<file path="config.mk">
export PLATFORM = sky130hd
export DESIGN_NAME = go_back_n_congestion_sender_top
export DESIGN_NICKNAME = d
export VERILOG_FILES = /design/src/hdl/gbncs_pkg.sv /design/src/hdl/go_back_n_congestion_sender_top.sv /design/src/hdl/gbncs_ctrl.sv /design/src/hdl/gbncs_dp.sv
export VERILOG_INCLUDE_DIRS = /design/src /design/src/hdl
export SDC_FILE = /design/constraint.sdc
export NUM_CORES = 2
export LEC_CHECK = 0
export BUFFER_PORTS_ARGS = -buffer_cell sky130_fd_sc_hd__buf_2
export CORE_MARGIN = 1
export CORE_UTILIZATION = 35
export DETAILED_ROUTE_END_ITERATION = 6
export GPL_ROUTABILITY_DRIVEN = 1
export PLACE_DENSITY = 0.55
export SETUP_SLACK_MARGIN = 0.05
export SKIP_LAST_GASP = 1
export SLEW_MARGIN = 20
export SYNTH_ARGS = -nofsm -noshare
export SYNTH_HDL_FRONTEND = slang
export SYNTH_SLANG_ARGS = --single-unit
</file>
<file path="constraint.sdc">
create_clock -name clk -period 6.63 [get_ports clk]
set_input_delay 0.9945 -clock clk [delete_from_list [all_inputs] [get_ports clk]]
set_output_delay 0.9945 -clock clk [all_outputs]
set_load 0.005 [all_outputs]
</file>
<file path="src/hdl/go_back_n_congestion_sender_top_macros.svh">
// ----------------------------------------------------------------------------
// Go-back-N congestion sender assertion macros
// Shared property wrappers; they sample on clk and are held off during arst_n.
// ----------------------------------------------------------------------------
`ifndef GO_BACK_N_CONGESTION_SENDER_TOP_MACROS_SVH
`define GO_BACK_N_CONGESTION_SENDER_TOP_MACROS_SVH

`ifndef SYNTHESIS

`define GBNCS_ASSERT_IMP(name, ante, cons) \
	name: assert property (@(posedge clk) disable iff (!arst_n) (ante) |-> (cons)) \
		else $error("gbncs: same-cycle check failed");

`define GBNCS_ASSERT_NXT(name, ante, cons) \
	name: assert property (@(posedge clk) disable iff (!arst_n) (ante) |=> (cons)) \
		else $error("gbncs: next-cycle check failed");

`else

`define GBNCS_ASSERT_IMP(name, ante, cons)

`define GBNCS_ASSERT_NXT(name, ante, cons)

`endif

`endif

</file>
<file path="src/hdl/gbncs_pkg.sv">
// ----------------------------------------------------------------------------
// gbncs_pkg
// Types, register codes and constants of the go-back-N congestion sender.
// ----------------------------------------------------------------------------
package gbncs_pkg;

	localparam int MAX_WINDOW = 16;
	localparam int DUP_LIMIT  = 3;
	localparam int RESULT_CAP = 16;

	localparam int BURST_W     = $clog2(RESULT_CAP + 1);
	localparam int BURST_CAP_I = (MAX_WINDOW < RESULT_CAP) ? MAX_WINDOW : RESULT_CAP;
	localparam logic [BURST_W-1:0] BURST_CAP = BURST_W'(BURST_CAP_I);

	localparam logic [31:0] TIMEOUT_MAX = 32'd4000000000;
	localparam logic [15:0] WINDOW_MAX  = 16'hFFFF;

	// configuration register codes
	typedef logic [2:0] cfg_idx_t;
	localparam cfg_idx_t CFG_TOTAL_SEGMENTS = 3'd0;
	localparam cfg_idx_t CFG_WINDOW_LIMIT   = 3'd1;
	localparam cfg_idx_t CFG_SEGMENT_BYTES  = 3'd2;
	localparam cfg_idx_t CFG_INIT_TIMEOUT   = 3'd3;
	localparam cfg_idx_t CFG_INIT_THRESHOLD = 3'd4;

	localparam logic [15:0] TOTAL_SEGMENTS_RST = 16'd1;
	localparam logic [4:0]  WINDOW_LIMIT_RST   = 5'd2;
	localparam logic [15:0] SEGMENT_BYTES_RST  = 16'd1460;
	localparam logic [31:0] INIT_TIMEOUT_RST   = 32'd2000000;
	localparam logic [31:0] INIT_THRESHOLD_RST = 32'd64000;

	// event codes
	typedef logic [1:0] mode_t;
	localparam mode_t MODE_START   = 2'd0;
	localparam mode_t MODE_ACK     = 2'd1;
	localparam mode_t MODE_TIMEOUT = 2'd2;

	typedef enum logic [2:0] {
		ST_IDLE,
		ST_CALC_EST,
		ST_CALC_DIFF,
		ST_CALC_DEV,
		ST_APPLY,
		ST_EMIT
	} state_t;

	typedef struct packed {
		logic latch;
		logic calc_est;
		logic calc_diff;
		logic calc_dev;
		logic apply;
		logic emit;
	} cmd_t;

	typedef struct packed {
		logic out_free;
		logic emit_last;
	} status_t;

endpackage

</file>
<file path="src/hdl/go_back_n_congestion_sender_top.sv">
// ----------------------------------------------------------------------------
// go_back_n_congestion_sender_top
// Go-back-N sender control with slow start and smoothed RTT timeout.
// ----------------------------------------------------------------------------
// Channel   Direction  Contents
// s_axis    in         event: mode, cumulative ack, RTT sample
// m_axis    out        one result per segment of the burst, or one status
// cfg       in         write-only register port, five registers
//
// An event is sequenced through the latch, three estimator steps and
// the state update, then gives one result per cycle unless m_axis stalls.
// Results leave through a single output register; a stalled m_axis holds
// the burst in place. s_axis is ready only between events.
// Reset is asynchronous; no clearing pass is needed.
// ----------------------------------------------------------------------------
`include "go_back_n_congestion_sender_top_macros.svh"

module go_back_n_congestion_sender_top
	import gbncs_pkg::*;
(
	input  logic        clk,
	input  logic        arst_n,
	input  logic        s_axis_tvalid,
	output logic        s_axis_tready,
	input  logic [47:0] s_axis_tdata,   // ack_number[15:0], rtt_sample_us[47:16]
	input  logic [1:0]  s_axis_tuser,   // mode[1:0]
	output logic        m_axis_tvalid,
	input  logic        m_axis_tready,
	// seq_number[15:0], final_segment[16], window_now[32:17],
	// timeout_now_us[64:33], transfer_done[65], zero[71:66]
	output logic [71:0] m_axis_tdata,
	output logic        m_axis_tuser,   // send_valid
	output logic        m_axis_tlast,
	input  logic        cfg_we,
	input  logic [2:0]  cfg_index,
	input  logic [31:0] cfg_data
);

	cmd_t        cmd;
	status_t     status;
	logic [15:0] seq_number;
	logic        final_segment;
	logic [15:0] window_now;
	logic [31:0] timeout_now_us;
	logic        transfer_done;

	gbncs_ctrl u_ctrl (
		.clk      (clk),
		.arst_n   (arst_n),
		.in_valid (s_axis_tvalid),
		.in_ready (s_axis_tready),
		.status   (status),
		.cmd      (cmd)
	);

	gbncs_dp u_dp (
		.clk                (clk),
		.arst_n             (arst_n),
		.cfg_we             (cfg_we),
		.cfg_index          (cfg_index),
		.cfg_data           (cfg_data),
		.in_mode            (s_axis_tuser),
		.in_ack_number      (s_axis_tdata[15:0]),
		.in_rtt_sample_us   (s_axis_tdata[47:16]),
		.cmd                (cmd),
		.status             (status),
		.out_ready          (m_axis_tready),
		.out_valid          (m_axis_tvalid),
		.out_send_valid     (m_axis_tuser),
		.out_seq_number     (seq_number),
		.out_final_segment  (final_segment),
		.out_last           (m_axis_tlast),
		.out_window_now     (window_now),
		.out_timeout_now_us (timeout_now_us),
		.out_transfer_done  (transfer_done)
	);

	assign m_axis_tdata = {6'b000000, transfer_done, timeout_now_us, window_now,
		final_segment, seq_number};

	`GBNCS_ASSERT_NXT(a_busy_after_request, s_axis_tvalid && s_axis_tready, !s_axis_tready)
	`GBNCS_ASSERT_IMP(a_status_is_last, m_axis_tvalid && !m_axis_tuser, m_axis_tlast)
	`GBNCS_ASSERT_IMP(a_final_is_last, m_axis_tvalid && m_axis_tdata[16], m_axis_tlast)
	`GBNCS_ASSERT_NXT(a_out_held, m_axis_tvalid && !m_axis_tready, m_axis_tvalid && $stable(m_axis_tdata))

endmodule

</file>
<file path="src/hdl/gbncs_ctrl.sv">
// ----------------------------------------------------------------------------
// gbncs_ctrl
// Event sequencer: latch request, three estimator steps, state update, burst.
// ----------------------------------------------------------------------------
module gbncs_ctrl
	import gbncs_pkg::*;
(
	input  logic    clk,
	input  logic    arst_n,
	input  logic    in_valid,
	output logic    in_ready,
	input  status_t status,
	output cmd_t    cmd
);

	state_t state_q;
	state_t state_d;

	always_ff @(posedge clk or negedge arst_n) begin
		if (!arst_n) begin
			state_q <= ST_IDLE;
		end else begin
			state_q <= state_d;
		end
	end

	always_comb begin
		state_d  = state_q;
		cmd      = '0;
		in_ready = 1'b0;
		unique case (state_q)
			ST_IDLE: begin
				in_ready = 1'b1;
				if (in_valid) begin
					cmd.latch = 1'b1;
					state_d   = ST_CALC_EST;
				end
			end
			ST_CALC_EST: begin
				cmd.calc_est = 1'b1;
				state_d      = ST_CALC_DIFF;
			end
			ST_CALC_DIFF: begin
				cmd.calc_diff = 1'b1;
				state_d       = ST_CALC_DEV;
			end
			ST_CALC_DEV: begin
				cmd.calc_dev = 1'b1;
				state_d      = ST_APPLY;
			end
			ST_APPLY: begin
				cmd.apply = 1'b1;
				state_d   = ST_EMIT;
			end
			ST_EMIT: begin
				if (status.out_free) begin
					cmd.emit = 1'b1;
					if (status.emit_last) begin
						state_d = ST_IDLE;
					end
				end
			end
			default: begin
				state_d = ST_IDLE;
			end
		endcase
	end

endmodule

</file>
<file path="src/hdl/gbncs_dp.sv">
// ----------------------------------------------------------------------------
// gbncs_dp
// Configuration, sender state, RTT estimator and the result output register.
// ----------------------------------------------------------------------------
module gbncs_dp
	import gbncs_pkg::*;
(
	input  logic        clk,
	input  logic        arst_n,
	input  logic        cfg_we,
	input  cfg_idx_t    cfg_index,
	input  logic [31:0] cfg_data,
	input  mode_t       in_mode,
	input  logic [15:0] in_ack_number,
	input  logic [31:0] in_rtt_sample_us,
	input  cmd_t        cmd,
	output status_t     status,
	input  logic        out_ready,
	output logic        out_valid,
	output logic        out_send_valid,
	output logic [15:0] out_seq_number,
	output logic        out_final_segment,
	output logic        out_last,
	output logic [15:0] out_window_now,
	output logic [31:0] out_timeout_now_us,
	output logic        out_transfer_done
);

	// configuration
	logic [15:0] total_segments_q;
	logic [4:0]  window_limit_q;
	logic [15:0] segment_bytes_q;
	logic [31:0] init_timeout_q;
	logic [31:0] init_threshold_q;

	// sender state
	logic [15:0] window_base_q;
	logic [15:0] next_to_send_q;
	logic [15:0] cwnd_q;
	logic [31:0] threshold_q;
	logic [1:0]  partial_cnt_q;
	logic [31:0] srtt_q;
	logic [31:0] rttdev_q;
	logic [31:0] rto_q;

	// request and intermediate results
	mode_t       mode_q;
	logic [15:0] ack_q;
	logic [31:0] sample_q;
	logic [31:0] prod_q;
	logic [31:0] est_q;
	logic [31:0] diff_q;
	logic [31:0] dev_q;

	logic        out_valid_q;
	logic        send_valid_q;
	logic [15:0] seq_q;
	logic        final_q;
	logic        last_q;
	logic [15:0] window_now_q;
	logic [31:0] timeout_now_q;
	logic        done_q;

	logic [4:0]           wl_eff;
	logic [BURST_W-1:0]   burst_wl;
	logic [BURST_W-1:0]   burst;
	logic [16:0]          win_end;
	logic [16:0]          nxt17;
	logic [16:0]          nxt1;
	logic [16:0]          tot17;
	logic                 has_seg;
	logic                 more;
	logic                 emit_last;
	logic [34:0]          est_sum;
	logic [33:0]          dev_sum;
	logic [34:0]          tmo_sum;
	logic [31:0]          tmo_new;
	logic [31:0]          rto_dbl;
	logic [16:0]          grown;
	logic [15:0]          cwnd_grown;
	logic [1:0]           partial_inc;
	logic [15:0]          rewind_to;

	function automatic logic [31:0] clamp_tmo(input logic [34:0] t);
		logic [31:0] r;
		if (t > {3'b000, TIMEOUT_MAX}) begin
			r = TIMEOUT_MAX;
		end else if (t == 35'd0) begin
			r = 32'd1;
		end else begin
			r = t[31:0];
		end
		return r;
	endfunction

	// estimator arithmetic
	assign est_sum = {srtt_q, 3'b000} - {3'b000, srtt_q} + {3'b000, sample_q};
	assign dev_sum = {2'b00, rttdev_q} + {1'b0, rttdev_q, 1'b0} + {2'b00, diff_q};
	assign tmo_sum = {3'b000, est_q} + {1'b0, dev_q, 2'b00};
	assign tmo_new = clamp_tmo(tmo_sum);
	assign rto_dbl = clamp_tmo({2'b00, rto_q, 1'b0});

	// window growth
	assign grown      = (prod_q >= threshold_q) ? ({1'b0, cwnd_q} + 17'd1) : {cwnd_q, 1'b0};
	assign cwnd_grown = grown[16] ? WINDOW_MAX : grown[15:0];

	assign partial_inc = partial_cnt_q + 2'd1;
	assign rewind_to   = (ack_q < window_base_q) ? window_base_q : ack_q;

	// burst window
	assign wl_eff   = (window_limit_q == 5'd0) ? 5'd1 : window_limit_q;
	assign burst_wl = (cwnd_q < {11'd0, wl_eff}) ? BURST_W'(cwnd_q[4:0]) : BURST_W'(wl_eff);
	assign burst    = (burst_wl < BURST_CAP) ? burst_wl : BURST_CAP;
	assign win_end  = {1'b0, window_base_q} + 17'(burst);
	assign nxt17    = {1'b0, next_to_send_q};
	assign nxt1     = nxt17 + 17'd1;
	assign tot17    = {1'b0, total_segments_q};
	assign has_seg  = (nxt17 < win_end) && (nxt17 < tot17);
	assign more     = (nxt1 < win_end) && (nxt1 < tot17);
	assign emit_last = !has_seg || !more;

	assign status.out_free  = !out_valid_q || out_ready;
	assign status.emit_last = emit_last;

	always_ff @(posedge clk or negedge arst_n) begin
		if (!arst_n) begin
			total_segments_q <= TOTAL_SEGMENTS_RST;
			window_limit_q   <= WINDOW_LIMIT_RST;
			segment_bytes_q  <= SEGMENT_BYTES_RST;
			init_timeout_q   <= INIT_TIMEOUT_RST;
			init_threshold_q <= INIT_THRESHOLD_RST;
		end else if (cfg_we) begin
			unique case (cfg_index)
				CFG_TOTAL_SEGMENTS: total_segments_q <= cfg_data[15:0];
				CFG_WINDOW_LIMIT:   window_limit_q   <= cfg_data[4:0];
				CFG_SEGMENT_BYTES:  segment_bytes_q  <= cfg_data[15:0];
				CFG_INIT_TIMEOUT:   init_timeout_q   <= cfg_data;
				CFG_INIT_THRESHOLD: init_threshold_q <= cfg_data;
				default: ;
			endcase
		end
	end

	always_ff @(posedge clk or negedge arst_n) begin
		if (!arst_n) begin
			window_base_q  <= '0;
			next_to_send_q <= '0;
			cwnd_q         <= 16'd1;
			threshold_q    <= INIT_THRESHOLD_RST;
			partial_cnt_q  <= '0;
			srtt_q         <= '0;
			rttdev_q       <= '0;
			rto_q          <= INIT_TIMEOUT_RST;
		end else if (cmd.apply) begin
			case (mode_q)
				MODE_START: begin
					window_base_q  <= '0;
					next_to_send_q <= '0;
					cwnd_q         <= 16'd1;
					threshold_q    <= init_threshold_q;
					partial_cnt_q  <= '0;
					srtt_q         <= '0;
					rttdev_q       <= '0;
					rto_q          <= init_timeout_q;
				end
				MODE_ACK: begin
					if (ack_q == next_to_send_q) begin
						partial_cnt_q <= '0;
						if (cwnd_q <= {11'd0, wl_eff}) begin
							cwnd_q   <= cwnd_grown;
							srtt_q   <= est_q;
							rttdev_q <= dev_q;
							rto_q    <= tmo_new;
						end
						window_base_q  <= ack_q;
						next_to_send_q <= ack_q;
					end else if (ack_q < next_to_send_q) begin
						if (32'(partial_inc) >= 32'(DUP_LIMIT)) begin
							partial_cnt_q  <= '0;
							window_base_q  <= rewind_to;
							next_to_send_q <= rewind_to;
						end else begin
							partial_cnt_q <= partial_inc;
						end
					end
				end
				MODE_TIMEOUT: begin
					threshold_q    <= {1'b0, prod_q[31:1]};
					cwnd_q         <= 16'd1;
					partial_cnt_q  <= '0;
					next_to_send_q <= window_base_q;
					rto_q          <= rto_dbl;
				end
				default: ;
			endcase
		end else if (cmd.emit && has_seg) begin
			next_to_send_q <= next_to_send_q + 16'd1;
		end
	end

	always_ff @(posedge clk) begin
		if (cmd.latch) begin
			mode_q   <= in_mode;
			ack_q    <= in_ack_number;
			sample_q <= in_rtt_sample_us;
		end
		if (cmd.calc_est) begin
			prod_q <= {16'd0, cwnd_q} * {16'd0, segment_bytes_q};
			est_q  <= est_sum[34:3];
		end
		if (cmd.calc_diff) begin
			diff_q <= (sample_q >= est_q) ? (sample_q - est_q) : (est_q - sample_q);
		end
		if (cmd.calc_dev) begin
			dev_q <= dev_sum[33:2];
		end
		if (cmd.emit) begin
			send_valid_q  <= has_seg;
			seq_q         <= has_seg ? next_to_send_q : 16'd0;
			final_q       <= has_seg && (nxt1 == tot17);
			last_q        <= emit_last;
			window_now_q  <= cwnd_q;
			timeout_now_q <= rto_q;
			done_q        <= (window_base_q >= total_segments_q);
		end
	end

	always_ff @(posedge clk or negedge arst_n) begin
		if (!arst_n) begin
			out_valid_q <= 1'b0;
		end else if (cmd.emit) begin
			out_valid_q <= 1'b1;
		end else if (out_ready) begin
			out_valid_q <= 1'b0;
		end
	end

	assign out_valid          = out_valid_q;
	assign out_send_valid     = send_valid_q;
	assign out_seq_number     = seq_q;
	assign out_final_segment  = final_q;
	assign out_last           = last_q;
	assign out_window_now     = window_now_q;
	assign out_timeout_now_us = timeout_now_q;
	assign out_transfer_done  = done_q;

endmodule
</file>
==> flow_metrics.tcl <==
set metrics [dict create \
    grt-ovfl-total 0 \
    cts_tree "built" \
    crit_top_cell "inv_1" \
    worst_pin_slew_ns 1.06 \
    vias 32200 \
    drive_gt1_share_pct 13.6 \
    path_clk_slew_ns 0.06 \
    finalHoldViolations 0 \
    routed_wl_um 124000 \
    seq_area_frac_synth_pct 34.4 \
    worstPathRequired_ns 7.03 \
    ios 166 \
    fin_crit_sh_pct 96.6 \
    yosysWarnings 0 \
    drtIter0Drc 2529 \
    htree_levels 3 \
    cp-start-kind "flop" \
    crit_type "flop to flop" \
    status "finished with violations" \
    gp_congestion 0.918 \
    core-area_um2 120000 \
    cts_root_buf "clkbuf_16" \
    drc_errors 7 \
    synth-edff-count 246 \
    clock_sinks 529 \
    r2r_setup_slack_ns 0.22 \
    fin_area_um2 48000 \
    synth-seq-cells 529 \
    cts_buffers 68 \
    grt_pass1_vias 31800 \
    start_util_pct 35.2 \
    fmax_ghz 0.156 \
    antenna_found_initial 8 \
    clk_latency_ns 0.66 \
    syn_avg_cell_area_um2 9.79 \
    pre_cts_slack_ns -0.0742 \
    rsz0062_at_grt "true" \
    wl_per_cell_um 20.1 \
    grt_usage_pct 20.4 \
    syn-cell-area_um2 42200 \
    cp_max_fo 7 \
    port_buffers 159 \
    layout_common_cells "inv_1 (499), nand2_1 (437), ha_1 (408)" \
    grt_max_degree 106 \
    syn_to_final_growth_pct 13.8 \
    die-area_um2 122000 \
    placementRows 127 \
    fin_crit_ns 6.41 \
    cap_violations 0 \
    layout_setup_ws_ns 0.223 \
    violations "DRC" \
    cp-end-kind "flop" \
    dpl_cell_area_um2 45400 \
    synth_cell_types 83 \
    max-slew-margin-rel_pct 29.1 \
    die_width_um 349 \
    drv_slew 0 \
    dr.pass1.iters 7 \
    cp.arrival_ns 6.81 \
    slowest_stage "dfstp_2" \
    ys_async_sr_fraction_pct 53.5 \
    avgViaCountPerCell 5.23 \
    skew_ns 0.0412 \
    postSynthCellCount 4309 \
    postCtsHoldBufs 0 \
    finalNetCount 5258 \
    mostFrequentLayoutCell "inv_1" \
    die_h_um 349 \
    ant_nets 0 \
    grt_pass1_wl_um 192000 \
    cpPeakStageDelay_ns 0.67 \
    setup_viol 0 \
    cts_buffer_depth 3 \
    ys.flop_type "dfrtp_1" \
    dp_hpwl_um 96300 \
    hold_path.class "input port to asynchronous set/reset pin" \
]
## cells in the mapped netlist, drive strengths merged, types with 92 or more instances
master / instances / area share, %
a21o: 124 / 2.2
a21oi: 215 / 2.6
and2: 124 / 1.8
clkbuf: 167 / 1.5
dfrtp: 248 / 15
edfxtp: 246 / 18
fa: 259 / 12
ha: 418 / 12
inv: 506 / 4.5
mux2: 92 / 2.5
nand2: 446 / 4.0
nor2: 182 / 1.6
nor3: 100 / 1.2
o21ai: 252 / 3.0
xnor2: 121 / 2.5
## path summary, 6_finish.rpt
| path | endpoint | start | cells after the start |
|---|---|---|---|
| hold / removal | u_dp.srtt_q[26]$_DFFE_PN0P_ | arst_n | 1 |
| setup reg to reg | u_dp.prod_q[29]$_DFFE_PP_ | u_dp.segment_bytes_q[4]$_DFFE_PN1P_ | 25 |
| hold reg to reg | u_dp.threshold_q[12]$_DFFE_PN1P_ | u_dp.threshold_q[12]$_DFFE_PN1P_ | 2 |
| max in group asynchronous | u_dp.rttdev_q[2]$_DFFE_PN0P_ | arst_n | 2 |
| setup / recovery | u_dp.prod_q[29]$_DFFE_PP_ | u_dp.segment_bytes_q[4]$_DFFE_PN1P_ | 25 |
| min in group clk | u_dp.threshold_q[12]$_DFFE_PN1P_ | u_dp.threshold_q[12]$_DFFE_PN1P_ | 2 |
## registers in the layout, indices dropped and copies added, names as in the netlist, 32 cells and up
signal and count:
u_dp.diff_q 32, u_dp.srtt_q 32, u_dp.prod_q 32, u_dp.out_timeout_now_us 32, u_dp.dev_q 32, u_dp.threshold_q 32, u_dp.rto_q 32, u_dp.init_threshold_q 32
u_dp.sample_q 32, u_dp.init_timeout_q 32, u_dp.rttdev_q 32, u_dp.est_q 32
## worst max-delay path: cells and delay by family, from the launching register on
family	cells	cell delay, ns
AOI/OAI and AO/OA	9	1.63
xor gates and xnor gates	1	0.16
adders and majority gates	7	3.04
buffers and inverters	6	0.44
DFF	1	0.67
and+or+nand+nor	2	0.20
## metrics by stage
stage / hold WS [ns] / TNS [ns] / util [%] / instances
floorplan: 0.423 / 0 / - / 4314
global placement: 0.461 / -0.00630 / 37.9 / 6014
detailed placement: 0.470 / -0.0742 / 37.9 / 6014
CTS: 0.356 / 0 / 39.8 / 6145
global route: 0.400 / -0.0437 / 40.1 / 6159
finish: 0.368 / 0 / 40.1 / 6161
## layout make-up
type / instances / area [um2]
Antenna cell: 2 / 5.00
Clock inverter: 35 / 404
Inverter: 506 / 1900
Sequential cell: 529 / 14500
Clock buffer: 91 / 1870
Tap cell: 1612 / 2020
Multi-Input combinational cell: 3092 / 25400
Timing Repair Buffer: 294 / 1940
Fill cell: 12000 / 71800
## metal layers
| metal | wire length (um) | vias to the layer above | GRT usage, % |
|---|---|---|---|
| met4 | 2880 | 4 | 5.48 |
| met1 | 59300 | 16000 | 29.3 |
| met2 | 55800 | 794 | 32.1 |
| met5 | 34 | - | 0 |
| li1 | - | 15300 | - |
| met3 | 6060 | 142 | 2.57 |
## repair_timing
item / 4_1_cts / 5_1_grt
resized for setup: 6 / 59
pin swaps: 0 / 40
buffers inserted: 5 / 12
endpoints found under the setup margin: 6 / 24
endpoints found under the hold margin: 0 / 0
## logic make-up (layout without fill, tap and decap cells)
family	count (synthesis)	count (layout)	synth area share, %
DFF	529	529	34.4
muxes	141	141	3.62
and+or+nand+nor	1156	1156	13.1
other	1	8	0.00889
AOI/OAI and AO/OA	950	950	14.6
adders and majority gates	677	677	24.7
buffers and inverters	693	926	6.24
xor gates and xnor gates	162	162	3.36
Power is left out: the tool's default activity adds up to more than one toggle a clock period on the data nets, which glitch-free logic cannot reach.
